$ cat src/hw/rtl/eaip_pkg.sv
// ----------------------------------------------------------------------------
// eaip_pkg
// Types and constants shared by the header parser modules.
// ----------------------------------------------------------------------------
`timescale 1ns / 1ps

package eaip_pkg;

  localparam logic [6:0]  OFF_MAX   = 7'd127;
  localparam logic [6:0]  IP_BASE   = 7'd14;
  localparam logic [6:0]  ARP_BASE  = 7'd20;
  localparam logic [15:0] ETH_ARP   = 16'h0806;
  localparam logic [15:0] ETH_IPV4  = 16'h0800;
  localparam logic [15:0] ARP_REQ   = 16'h0001;
  localparam logic [15:0] ARP_REPLY = 16'h0002;
  localparam logic [7:0]  PROTO_TCP  = 8'h06;
  localparam logic [7:0]  PROTO_UDP  = 8'h11;
  localparam logic [7:0]  PROTO_ICMP = 8'h01;

  typedef enum logic [1:0] {
    KIND_ARP   = 2'd0,
    KIND_IPV4  = 2'd1,
    KIND_OTHER = 2'd2
  } kind_t;

  typedef enum logic [1:0] {
    OP_REQUEST = 2'd0,
    OP_REPLY   = 2'd1,
    OP_OTHER   = 2'd2
  } op_class_t;

  typedef enum logic [1:0] {
    PCLS_TCP   = 2'd0,
    PCLS_UDP   = 2'd1,
    PCLS_ICMP  = 2'd2,
    PCLS_OTHER = 2'd3
  } proto_class_t;

  typedef enum logic [4:0] {
    FC_DEST_MAC   = 5'd0,
    FC_SRC_MAC    = 5'd1,
    FC_KIND       = 5'd2,
    FC_ARP_OP     = 5'd3,
    FC_ARP_SMAC   = 5'd4,
    FC_ARP_SIP    = 5'd5,
    FC_ARP_TMAC   = 5'd6,
    FC_ARP_TIP    = 5'd7,
    FC_IP_VER     = 5'd8,
    FC_IP_HLEN    = 5'd9,
    FC_IP_DSCP    = 5'd10,
    FC_IP_ECN     = 5'd11,
    FC_IP_TTL     = 5'd12,
    FC_IP_PROTO   = 5'd13,
    FC_IP_CSUM    = 5'd14,
    FC_IP_CSUM_OK = 5'd15,
    FC_IP_SRC     = 5'd16,
    FC_IP_DST     = 5'd17
  } field_code_t;

  typedef struct packed {
    kind_t        kind;
    logic [47:0]  dest_mac;
    logic [47:0]  src_mac;
    op_class_t    arp_op;
    logic [47:0]  arp_smac;
    logic [47:0]  arp_tmac;
    logic [31:0]  saddr;
    logic [31:0]  taddr;
    logic [3:0]   ip_ver;
    logic [5:0]   ip_hlen;
    logic [5:0]   ip_dscp;
    logic [1:0]   ip_ecn;
    logic [7:0]   ip_ttl;
    proto_class_t ip_proto;
    logic [15:0]  ip_csum;
    logic         ip_csum_ok;
  } rec_set_t;

  typedef struct packed {
    logic     load;
    rec_set_t recs;
  } frame_t;

endpackage

$ cat src/hw/rtl/eaip_if.sv
// ----------------------------------------------------------------------------
// eaip interfaces
// Byte input channel and field record output channel.
// ----------------------------------------------------------------------------
`timescale 1ns / 1ps

interface eaip_byte_if;
  logic       valid;
  logic       ready;
  logic [7:0] data_byte;
  logic       end_of_frame;

  modport source (output valid, output data_byte, output end_of_frame, input ready);
  modport sink   (input valid, input data_byte, input end_of_frame, output ready);
endinterface

interface eaip_rec_if;
  logic        valid;
  logic        ready;
  logic [4:0]  field_code;
  logic [47:0] field_value;
  logic        last_field;

  modport source (output valid, output field_code, output field_value, output last_field,
                  input ready);
  modport sink   (input valid, input field_code, input field_value, input last_field,
                  output ready);
endinterface

$ cat src/hw/rtl/eaip_parser.sv
// ----------------------------------------------------------------------------
// eaip_parser
// Input register and per-byte header capture; builds the frame record set
// on the final byte and clears the captures for the next frame.
// ----------------------------------------------------------------------------
`timescale 1ns / 1ps

module eaip_parser (
  input  logic              clk,
  input  logic              rst_n,
  eaip_byte_if.sink         in_ch,
  input  logic              busy,
  output eaip_pkg::frame_t  frame
);

  function automatic logic [47:0] put6(logic [47:0] r, logic [2:0] pos, logic [7:0] b);
    logic [47:0] t;
    t = r;
    t[8 * (5 - pos) +: 8] = b;
    return t;
  endfunction

  function automatic logic [31:0] put4(logic [31:0] r, logic [1:0] pos, logic [7:0] b);
    logic [31:0] t;
    t = r;
    t[8 * (3 - pos) +: 8] = b;
    return t;
  endfunction

  function automatic logic [15:0] put2(logic [15:0] r, logic pos, logic [7:0] b);
    logic [15:0] t;
    t = r;
    t[8 * (1 - pos) +: 8] = b;
    return t;
  endfunction

  function automatic logic [15:0] ones_add(logic [15:0] a, logic [15:0] b);
    logic [16:0] s;
    s = {1'b0, a} + {1'b0, b};
    return s[15:0] + {15'd0, s[16]};
  endfunction

  logic        s1_valid_r, s1_eof_r;
  logic [7:0]  s1_byte_r;
  logic        s1_adv;

  logic [6:0]  off_r;
  logic [47:0] dest_r, src_r, smac_r, tmac_r;
  logic [15:0] kind_r, op_r, csum_r, sum_r;
  logic [31:0] saddr_r, taddr_r;
  logic [7:0]  ipb0_r, tos_r, ttl_r, proto_r, hold_r;

  logic [6:0]  off_nxt;
  logic [47:0] dest_nxt, src_nxt, smac_nxt, tmac_nxt;
  logic [15:0] kind_nxt, op_nxt, csum_nxt, sum_nxt, sum_fin;
  logic [31:0] saddr_nxt, taddr_nxt;
  logic [7:0]  ipb0_nxt, tos_nxt, ttl_nxt, proto_nxt, hold_nxt;
  logic [6:0]  hl_cur, rel, hdr_end, endp;
  logic        got_odd;

  assign s1_adv      = s1_valid_r && (!s1_eof_r || !busy);
  assign in_ch.ready = !s1_valid_r || s1_adv;

  always_ff @(posedge clk) begin
    if (!rst_n) begin
      s1_valid_r <= 1'b0;
    end else if (in_ch.ready) begin
      s1_valid_r <= in_ch.valid;
    end
  end

  always_ff @(posedge clk) begin
    if (in_ch.ready && in_ch.valid) begin
      s1_byte_r <= in_ch.data_byte;
      s1_eof_r  <= in_ch.end_of_frame;
    end
  end

  // apply one byte to the captures
  always_comb begin
    dest_nxt  = dest_r;
    src_nxt   = src_r;
    kind_nxt  = kind_r;
    op_nxt    = op_r;
    smac_nxt  = smac_r;
    tmac_nxt  = tmac_r;
    saddr_nxt = saddr_r;
    taddr_nxt = taddr_r;
    ipb0_nxt  = ipb0_r;
    tos_nxt   = tos_r;
    ttl_nxt   = ttl_r;
    proto_nxt = proto_r;
    csum_nxt  = csum_r;
    sum_nxt   = sum_r;
    hold_nxt  = hold_r;
    off_nxt   = (off_r == eaip_pkg::OFF_MAX) ? off_r : off_r + 7'd1;

    if (off_r < 7'd6)
      dest_nxt = put6(dest_r, off_r[2:0], s1_byte_r);
    if (off_r >= 7'd6 && off_r < 7'd12)
      src_nxt = put6(src_r, 3'(off_r - 7'd6), s1_byte_r);
    if (off_r == 7'd12 || off_r == 7'd13)
      kind_nxt = put2(kind_r, off_r[0], s1_byte_r);

    if (kind_r == eaip_pkg::ETH_ARP) begin
      if (off_r >= eaip_pkg::ARP_BASE && off_r < eaip_pkg::ARP_BASE + 7'd2)
        op_nxt = put2(op_r, 1'(off_r - eaip_pkg::ARP_BASE), s1_byte_r);
      if (off_r >= eaip_pkg::ARP_BASE + 7'd2 && off_r < eaip_pkg::ARP_BASE + 7'd8)
        smac_nxt = put6(smac_r, 3'(off_r - eaip_pkg::ARP_BASE - 7'd2), s1_byte_r);
      if (off_r >= eaip_pkg::ARP_BASE + 7'd8 && off_r < eaip_pkg::ARP_BASE + 7'd12)
        saddr_nxt = put4(saddr_r, 2'(off_r - eaip_pkg::ARP_BASE - 7'd8), s1_byte_r);
      if (off_r >= eaip_pkg::ARP_BASE + 7'd12 && off_r < eaip_pkg::ARP_BASE + 7'd18)
        tmac_nxt = put6(tmac_r, 3'(off_r - eaip_pkg::ARP_BASE - 7'd12), s1_byte_r);
      if (off_r >= eaip_pkg::ARP_BASE + 7'd18 && off_r < eaip_pkg::ARP_BASE + 7'd22)
        taddr_nxt = put4(taddr_r, 2'(off_r - eaip_pkg::ARP_BASE - 7'd18), s1_byte_r);
    end else if (kind_r == eaip_pkg::ETH_IPV4) begin
      if (off_r >= eaip_pkg::IP_BASE + 7'd12 && off_r < eaip_pkg::IP_BASE + 7'd16)
        saddr_nxt = put4(saddr_r, 2'(off_r - eaip_pkg::IP_BASE - 7'd12), s1_byte_r);
      if (off_r >= eaip_pkg::IP_BASE + 7'd16 && off_r < eaip_pkg::IP_BASE + 7'd20)
        taddr_nxt = put4(taddr_r, 2'(off_r - eaip_pkg::IP_BASE - 7'd16), s1_byte_r);
    end

    if (off_r == eaip_pkg::IP_BASE)         ipb0_nxt  = s1_byte_r;
    if (off_r == eaip_pkg::IP_BASE + 7'd1)  tos_nxt   = s1_byte_r;
    if (off_r == eaip_pkg::IP_BASE + 7'd8)  ttl_nxt   = s1_byte_r;
    if (off_r == eaip_pkg::IP_BASE + 7'd9)  proto_nxt = s1_byte_r;
    if (off_r == eaip_pkg::IP_BASE + 7'd10 || off_r == eaip_pkg::IP_BASE + 7'd11)
      csum_nxt = put2(csum_r, off_r[0], s1_byte_r);

    // one's complement sum over the IPv4 header words
    hl_cur = {1'b0, ipb0_nxt[3:0], 2'b00};
    rel    = off_r - eaip_pkg::IP_BASE;
    if (off_r >= eaip_pkg::IP_BASE && rel < hl_cur) begin
      if (!rel[0])
        hold_nxt = s1_byte_r;
      else
        sum_nxt = ones_add(sum_r, {hold_r, s1_byte_r});
    end

    // close a header word cut short by the end of frame
    hdr_end = eaip_pkg::IP_BASE + hl_cur;
    endp    = (off_nxt < hdr_end) ? off_nxt : hdr_end;
    got_odd = (off_nxt > eaip_pkg::IP_BASE) && endp[0];
    sum_fin = got_odd ? ones_add(sum_nxt, {hold_nxt, 8'h00}) : sum_nxt;
  end

  always_comb begin
    frame.load          = s1_adv && s1_eof_r;
    frame.recs.dest_mac = dest_nxt;
    frame.recs.src_mac  = src_nxt;
    if (kind_nxt == eaip_pkg::ETH_ARP)
      frame.recs.kind = eaip_pkg::KIND_ARP;
    else if (kind_nxt == eaip_pkg::ETH_IPV4)
      frame.recs.kind = eaip_pkg::KIND_IPV4;
    else
      frame.recs.kind = eaip_pkg::KIND_OTHER;
    if (op_nxt == eaip_pkg::ARP_REQ)
      frame.recs.arp_op = eaip_pkg::OP_REQUEST;
    else if (op_nxt == eaip_pkg::ARP_REPLY)
      frame.recs.arp_op = eaip_pkg::OP_REPLY;
    else
      frame.recs.arp_op = eaip_pkg::OP_OTHER;
    frame.recs.arp_smac = smac_nxt;
    frame.recs.arp_tmac = tmac_nxt;
    frame.recs.saddr    = saddr_nxt;
    frame.recs.taddr    = taddr_nxt;
    frame.recs.ip_ver   = ipb0_nxt[7:4];
    frame.recs.ip_hlen  = {ipb0_nxt[3:0], 2'b00};
    frame.recs.ip_dscp  = tos_nxt[7:2];
    frame.recs.ip_ecn   = tos_nxt[1:0];
    frame.recs.ip_ttl   = ttl_nxt;
    if (proto_nxt == eaip_pkg::PROTO_TCP)
      frame.recs.ip_proto = eaip_pkg::PCLS_TCP;
    else if (proto_nxt == eaip_pkg::PROTO_UDP)
      frame.recs.ip_proto = eaip_pkg::PCLS_UDP;
    else if (proto_nxt == eaip_pkg::PROTO_ICMP)
      frame.recs.ip_proto = eaip_pkg::PCLS_ICMP;
    else
      frame.recs.ip_proto = eaip_pkg::PCLS_OTHER;
    frame.recs.ip_csum    = csum_nxt;
    frame.recs.ip_csum_ok = (sum_fin == 16'hFFFF);
  end

  always_ff @(posedge clk) begin
    if (!rst_n || (s1_adv && s1_eof_r)) begin
      off_r   <= '0;
      dest_r  <= '0;
      src_r   <= '0;
      kind_r  <= '0;
      op_r    <= '0;
      smac_r  <= '0;
      tmac_r  <= '0;
      saddr_r <= '0;
      taddr_r <= '0;
      ipb0_r  <= '0;
      tos_r   <= '0;
      ttl_r   <= '0;
      proto_r <= '0;
      csum_r  <= '0;
      sum_r   <= '0;
      hold_r  <= '0;
    end else if (s1_adv) begin
      off_r   <= off_nxt;
      dest_r  <= dest_nxt;
      src_r   <= src_nxt;
      kind_r  <= kind_nxt;
      op_r    <= op_nxt;
      smac_r  <= smac_nxt;
      tmac_r  <= tmac_nxt;
      saddr_r <= saddr_nxt;
      taddr_r <= taddr_nxt;
      ipb0_r  <= ipb0_nxt;
      tos_r   <= tos_nxt;
      ttl_r   <= ttl_nxt;
      proto_r <= proto_nxt;
      csum_r  <= csum_nxt;
      sum_r   <= sum_nxt;
      hold_r  <= hold_nxt;
    end
  end

endmodule

$ cat src/hw/rtl/eaip_emitter.sv
// ----------------------------------------------------------------------------
// eaip_emitter
// Holds one frame's record set and sends its field records in order.
// ----------------------------------------------------------------------------
`timescale 1ns / 1ps

module eaip_emitter (
  input  logic              clk,
  input  logic              rst_n,
  input  eaip_pkg::frame_t  frame,
  output logic              busy,
  eaip_rec_if.source        out_ch
);

  eaip_pkg::rec_set_t    recs_r;
  logic                  valid_r;
  eaip_pkg::field_code_t code_r, code_nxt;
  logic                  last;
  logic                  fire;

  assign busy         = valid_r;
  assign fire         = out_ch.valid && out_ch.ready;
  assign out_ch.valid = valid_r;
  assign out_ch.field_code = code_r;
  assign out_ch.last_field = last;

  always_comb begin
    case (recs_r.kind)
      eaip_pkg::KIND_ARP:  last = (code_r == eaip_pkg::FC_ARP_TIP);
      eaip_pkg::KIND_IPV4: last = (code_r == eaip_pkg::FC_IP_DST);
      default:             last = (code_r == eaip_pkg::FC_KIND);
    endcase
    if (code_r == eaip_pkg::FC_KIND && recs_r.kind == eaip_pkg::KIND_IPV4)
      code_nxt = eaip_pkg::FC_IP_VER;
    else
      code_nxt = eaip_pkg::field_code_t'(code_r + 5'd1);
  end

  always_comb begin
    case (code_r)
      eaip_pkg::FC_DEST_MAC:   out_ch.field_value = recs_r.dest_mac;
      eaip_pkg::FC_SRC_MAC:    out_ch.field_value = recs_r.src_mac;
      eaip_pkg::FC_KIND:       out_ch.field_value = 48'(recs_r.kind);
      eaip_pkg::FC_ARP_OP:     out_ch.field_value = 48'(recs_r.arp_op);
      eaip_pkg::FC_ARP_SMAC:   out_ch.field_value = recs_r.arp_smac;
      eaip_pkg::FC_ARP_SIP:    out_ch.field_value = 48'(recs_r.saddr);
      eaip_pkg::FC_ARP_TMAC:   out_ch.field_value = recs_r.arp_tmac;
      eaip_pkg::FC_ARP_TIP:    out_ch.field_value = 48'(recs_r.taddr);
      eaip_pkg::FC_IP_VER:     out_ch.field_value = 48'(recs_r.ip_ver);
      eaip_pkg::FC_IP_HLEN:    out_ch.field_value = 48'(recs_r.ip_hlen);
      eaip_pkg::FC_IP_DSCP:    out_ch.field_value = 48'(recs_r.ip_dscp);
      eaip_pkg::FC_IP_ECN:     out_ch.field_value = 48'(recs_r.ip_ecn);
      eaip_pkg::FC_IP_TTL:     out_ch.field_value = 48'(recs_r.ip_ttl);
      eaip_pkg::FC_IP_PROTO:   out_ch.field_value = 48'(recs_r.ip_proto);
      eaip_pkg::FC_IP_CSUM:    out_ch.field_value = 48'(recs_r.ip_csum);
      eaip_pkg::FC_IP_CSUM_OK: out_ch.field_value = 48'(recs_r.ip_csum_ok);
      eaip_pkg::FC_IP_SRC:     out_ch.field_value = 48'(recs_r.saddr);
      eaip_pkg::FC_IP_DST:     out_ch.field_value = 48'(recs_r.taddr);
      default:                 out_ch.field_value = '0;
    endcase
  end

  always_ff @(posedge clk) begin
    if (!rst_n) begin
      valid_r <= 1'b0;
      code_r  <= eaip_pkg::FC_DEST_MAC;
    end else if (frame.load) begin
      valid_r <= 1'b1;
      code_r  <= eaip_pkg::FC_DEST_MAC;
    end else if (fire) begin
      if (last) begin
        valid_r <= 1'b0;
      end else begin
        code_r <= code_nxt;
      end
    end
  end

  always_ff @(posedge clk) begin
    if (frame.load) begin
      recs_r <= frame.recs;
    end
  end

endmodule

$ cat src/hw/rtl/ethernet_arp_ipv4_header_parser.sv
// ----------------------------------------------------------------------------
// ethernet_arp_ipv4_header_parser
// Takes a frame one byte per transaction and returns its header fields as
// a run of field records closed by last_field. The final byte of a frame
// loads a single record-set register, from which 3 (other kinds), 8 (ARP)
// or 13 (IPv4) records go out at one per cycle while out_ch.ready is high;
// the next frame's bytes keep flowing meanwhile, but its final byte waits
// in the input register until the previous run has drained, and the
// record-set register goes idle between runs.
// ----------------------------------------------------------------------------
`timescale 1ns / 1ps

module ethernet_arp_ipv4_header_parser (
  input  logic        clk,
  input  logic        rst_n,
  eaip_byte_if.sink   in_ch,
  eaip_rec_if.source  out_ch
);

  eaip_pkg::frame_t frame;
  logic             busy;

  eaip_parser u_parser (
    .clk   (clk),
    .rst_n (rst_n),
    .in_ch (in_ch),
    .busy  (busy),
    .frame (frame)
  );

  eaip_emitter u_emitter (
    .clk    (clk),
    .rst_n  (rst_n),
    .frame  (frame),
    .busy   (busy),
    .out_ch (out_ch)
  );

endmodule

$ cat src/flat_wrapper.sv
// flat-port wrapper written by rule: the top's interface ports become plain ports
module ethernet_arp_ipv4_header_parser_flat 
  (clk, rst_n, in_ch_valid, in_ch_data_byte, in_ch_end_of_frame, in_ch_ready, out_ch_valid, out_ch_field_code, out_ch_field_value, out_ch_last_field, out_ch_ready);
  eaip_byte_if in_ch_i ();
  eaip_rec_if out_ch_i ();
  input  logic clk;
  input  logic rst_n;
  input wire logic [$bits(in_ch_i.valid)-1:0] in_ch_valid;
  input wire logic [$bits(in_ch_i.data_byte)-1:0] in_ch_data_byte;
  input wire logic [$bits(in_ch_i.end_of_frame)-1:0] in_ch_end_of_frame;
  output wire logic [$bits(in_ch_i.ready)-1:0] in_ch_ready;
  output wire logic [$bits(out_ch_i.valid)-1:0] out_ch_valid;
  output wire logic [$bits(out_ch_i.field_code)-1:0] out_ch_field_code;
  output wire logic [$bits(out_ch_i.field_value)-1:0] out_ch_field_value;
  output wire logic [$bits(out_ch_i.last_field)-1:0] out_ch_last_field;
  input wire logic [$bits(out_ch_i.ready)-1:0] out_ch_ready;
  assign in_ch_i.valid = in_ch_valid;
  assign in_ch_i.data_byte = in_ch_data_byte;
  assign in_ch_i.end_of_frame = in_ch_end_of_frame;
  assign in_ch_ready = in_ch_i.ready;
  assign out_ch_valid = out_ch_i.valid;
  assign out_ch_field_code = out_ch_i.field_code;
  assign out_ch_field_value = out_ch_i.field_value;
  assign out_ch_last_field = out_ch_i.last_field;
  assign out_ch_i.ready = out_ch_ready;
  ethernet_arp_ipv4_header_parser u_core (.clk(clk), .rst_n(rst_n), .in_ch(in_ch_i), .out_ch(out_ch_i));
endmodule
$ cat config.mk
export PLATFORM = sky130hd
export DESIGN_NAME = ethernet_arp_ipv4_header_parser_flat
export DESIGN_NICKNAME = d
export VERILOG_FILES = /design/src/hw/rtl/eaip_pkg.sv /design/src/hw/rtl/eaip_if.sv /design/src/hw/rtl/eaip_parser.sv /design/src/hw/rtl/eaip_emitter.sv /design/src/hw/rtl/ethernet_arp_ipv4_header_parser.sv /design/src/flat_wrapper.sv
export SDC_FILE = /design/constraint.sdc
export NUM_CORES = 1
export LEC_CHECK = 0
export BUFFER_PORTS_ARGS = -buffer_cell sky130_fd_sc_hd__buf_4
export CAP_MARGIN = 30
export CORE_ASPECT_RATIO = 0.7
export CORE_MARGIN = 2
export CORE_UTILIZATION = 35
export DETAILED_ROUTE_END_ITERATION = 12
export PLACE_DENSITY = 0.5
export RECOVER_POWER = 50
export SLEW_MARGIN = 5
export SYNTH_ARGS = -nofsm -noshare
export SYNTH_HDL_FRONTEND = slang
export SYNTH_SLANG_ARGS = --single-unit
$ cat constraint.sdc
create_clock -name clk -period 8.6 [get_ports clk]
set_input_delay 1.72 -clock clk [delete_from_list [all_inputs] [get_ports clk]]
set_output_delay 1.72 -clock clk [all_outputs]
set_load 0.01 [all_outputs]
==> impl_metrics.json <==
{
  "tns_ns": 0,
  "die_w_um": 366,
  "ctsRootBufferMaster": "clkbuf_16",
  "fmaxAchievable_mhz": 130,
  "crit_required_ns": 9.13,
  "drc": 0,
  "final_cell_mix": "nand2_1 (712), nor2_1 (384), dfxtp_1 (374)",
  "initial_core_util": 0.354,
  "cp-end-kind": "flip-flop",
  "dp_hpwl_um": 68800,
  "htreeDepth": 3,
  "final_nets": 3540,
  "syn_area_mm2": 0.0320,
  "rows": 92,
  "drive_above_1_share": 0.0909,
  "min_path_type": "reg2reg",
  "r2r_setup_slack_ns": 0.90,
  "utilization": 0.397,
  "worst_path_max_delay_cell": "a2111oi_0",
  "fp.dieH_um": 257,
  "grt_overflow": 0,
  "violations": "capacitance limit, slew limit",
  "cts_tree": "done",
  "reg2reg_to": "u_core.u_emitter.recs_r[0]",
  "grt_pass1_vias": 24000,
  "holdWs_ns": 0.448,
  "syn_nets": 3581,
  "status": "complete, but fails checks",
  "maxSlewViolCount": 466,
  "syn_avg_cell_area_um2": 9.14,
  "rsz0062_at_grt": "no",
  "clock_skew_ns": 0.0251,
  "fp.coreArea_mm2": 0.0904,
  "cp_max_fo": 8,
  "routedWlPerCell_um": 22.5,
  "relSlewSlack": -1.65,
  "antenna_left": 0,
  "synth.yosys.seq_area_share": 0.526,
  "cts.repair.resized": 0,
  "ys_ff_latch": 686,
  "finalSetupViolCount": 0,
  "layout_commonest_cell": "nand2_1",
  "grt_max_degree": 199,
  "period_share": 0.896,
  "r2r-start": "u_core.u_parser.sum_r[0]",
  "portBuffers": 68,
  "n_fill_cell": 8914,
  "first_pass_iters": 6,
  "die_area_mm2": 0.0940,
  "vias": 26200,
  "critPathArrivalTime_ns": 8.23,
  "irDropWorstVdd_mv": 0.144,
  "place.gp.congestion": 0.860,
  "reg2regPathDepth": 35,
  "initialDrtViolationCount": 3184,
  "grt.total_usage": 0.225,
  "grt_pass1_wl_um": 161000,
  "cpMostUsedCell": "ha_1",
  "finalHoldViolCount": 0,
  "antenna_found_initial": 6,
  "cts_sinks": 686,
  "critical-path-max-stage-delay_ns": 0.52,
  "synth_edf_count": 312,
  "ios": 69,
  "postCtsSetupBuffers": 0,
  "yosys_warnings": 0,
  "power.density_mw_per_mm2": 200,
  "crit_end": "u_core.u_emitter.recs_r[0]",
  "cts.path.max_buffers": 3,
  "cts_buffers": 70,
  "synth_cell_types": 87,
  "leakage_nw": 12.4,
  "synth-main-ff-cell": "dfxtp_1",
  "crit_start": "u_core.u_parser.sum_r[0]",
  "totalWireLength_um": 107000,
  "fin_crit_ns": 7.70,
  "syn_inst": 3506,
  "maxCapViolCount": 6,
  "cp-start-kind": "flip-flop",
  "diodes": 0,
  "critPathKind": "reg2reg",
  "clk_latency_ns": 0.66,
  "worst_slew_pin_slew_ns": 3.98,
  "syn_to_final_growth_pct": 12.1,
  "hold_buffers": 0,
  "via_per_inst": 5.52,
  "clkTransAtPathRegs_ns": 0.07,
  "async_reset_ff_frac": 0
}
-- cells in the mapped netlist (all sizes together) (19+ instances only) --
| cell type | count | area share |
|---|---|---|
| nor3 | 129 | 0.020 |
| dfxtp | 374 | 0.23 |
| inv | 43 | 0.0050 |
| edfxtp | 312 | 0.29 |
| nor2 | 389 | 0.046 |
| o21ai | 170 | 0.027 |
| nand3 | 97 | 0.015 |
| ha | 59 | 0.023 |
| a221oi | 21 | 0.0057 |
| nor4 | 19 | 0.0042 |
| mux2 | 96 | 0.034 |
| a21oi | 314 | 0.049 |
| a22o | 28 | 0.0077 |
| a222oi | 23 | 0.0072 |
| and2 | 33 | 0.0064 |
| nand2 | 714 | 0.084 |
| o31ai | 24 | 0.0056 |
| mux2i | 30 | 0.0094 |
| clkbuf | 196 | 0.023 |
| a22oi | 114 | 0.027 |
| a211oi | 21 | 0.0053 |
| nand4 | 24 | 0.0047 |
| buf | 42 | 0.0054 |
-- report_power, final --
group | internal [W] | total [W] | switching (W)
sequential | 0.00347 | 0.00350 | 0.0000287
clock | 0.00175 | 0.00311 | 0.00137
combinational | 0.000137 | 0.000552 | 0.000415
-- critical path, delay by kind of cell, from the launching register on --
kind / cells / cell delay, ns
and+or+nand+nor: 9 / 1.52
buffers and inverters: 4 / 0.28
DFF: 1 / 0.37
adders and majority gates: 7 / 1.68
AOI/OAI and AO/OA: 15 / 3.68
-- cell families (layout without fill, tap and decap cells) --
kind of cell,count (synthesis),count (layout),share of synthesized area
XOR/XNOR,31,31,0.00918
AO/OA/AOI/OAI,812,812,0.160
AND/OR/NAND/NOR,1508,1508,0.203
multiplexers,126,126,0.0431
flip-flops,686,686,0.526
buffers and inverters,281,297,0.0334
adder cells (fa/ha/maj),62,62,0.0249
-- worst min-delay path by stage --
stage | start | endpoint | cells after the start
finish | u_core.u_parser.op_r[5] | u_core.u_parser.op_r[5] | 2
global route | u_core.u_parser.taddr_r[10] | u_core.u_parser.taddr_r[10] | 2
CTS | u_core.u_parser.op_r[6] | u_core.u_parser.op_r[6] | 2
detailed placement | u_core.u_parser.op_r[6] | u_core.u_parser.op_r[6] | 2
global placement | u_core.u_parser.op_r[6] | u_core.u_parser.op_r[6] | 2
floorplan | u_core.u_parser.op_r[6] | u_core.u_parser.op_r[6] | 2
-- metrics by stage --
| step | instances | power (W) | area, um2 | setup slack, ns |
|---|---|---|---|---|
| final | 4744 | 0.00716 | 35900 | 0.898 |
| after global routing | 4744 | 0.00740 | 35900 | 0.268 |
| after CTS | 4743 | 0.00723 | 36000 | 1.00 |
| after detailed placement | 4614 | 0.00412 | 33700 | 1.12 |
| after global placement | 4609 | 0.00411 | 33700 | 1.19 |
| after floorplan | 3506 | 0.00390 | 32000 | 1.19 |
-- state kept, by name, summed over array words and instances (netlist names), 16 cells and up --
signal / cells
u_core.u_emitter.recs_r: 303
u_core.u_parser.dest_r: 48
u_core.u_parser.smac_r: 48
u_core.u_parser.src_r: 48
u_core.u_parser.tmac_r: 48
u_core.u_parser.saddr_r: 32
u_core.u_parser.taddr_r: 32
u_core.u_parser.csum_r: 16
u_core.u_parser.kind_r: 16
u_core.u_parser.op_r: 16
u_core.u_parser.sum_r: 16
-- final cells by class --
class | count | area [um2] | area share
Timing Repair Buffer | 125 | 898 | 0.0250
Multi-Input combinational cell | 2539 | 14200 | 0.395
Sequential cell | 686 | 16900 | 0.470
Clock buffer | 103 | 1960 | 0.0545
Tap cell | 1222 | 1530 | 0.0426
Inverter | 43 | 161 | 0.00450
Clock inverter | 26 | 319 | 0.00889
-- per-layer routing --
metal  wire (um)  GRT usage
met1       54000      0.361
met2       42200      0.303
met3        8580     0.0493
met4        1880     0.0478
met5           0          0
No activity file was read; power rests on OpenSTA's default activity.
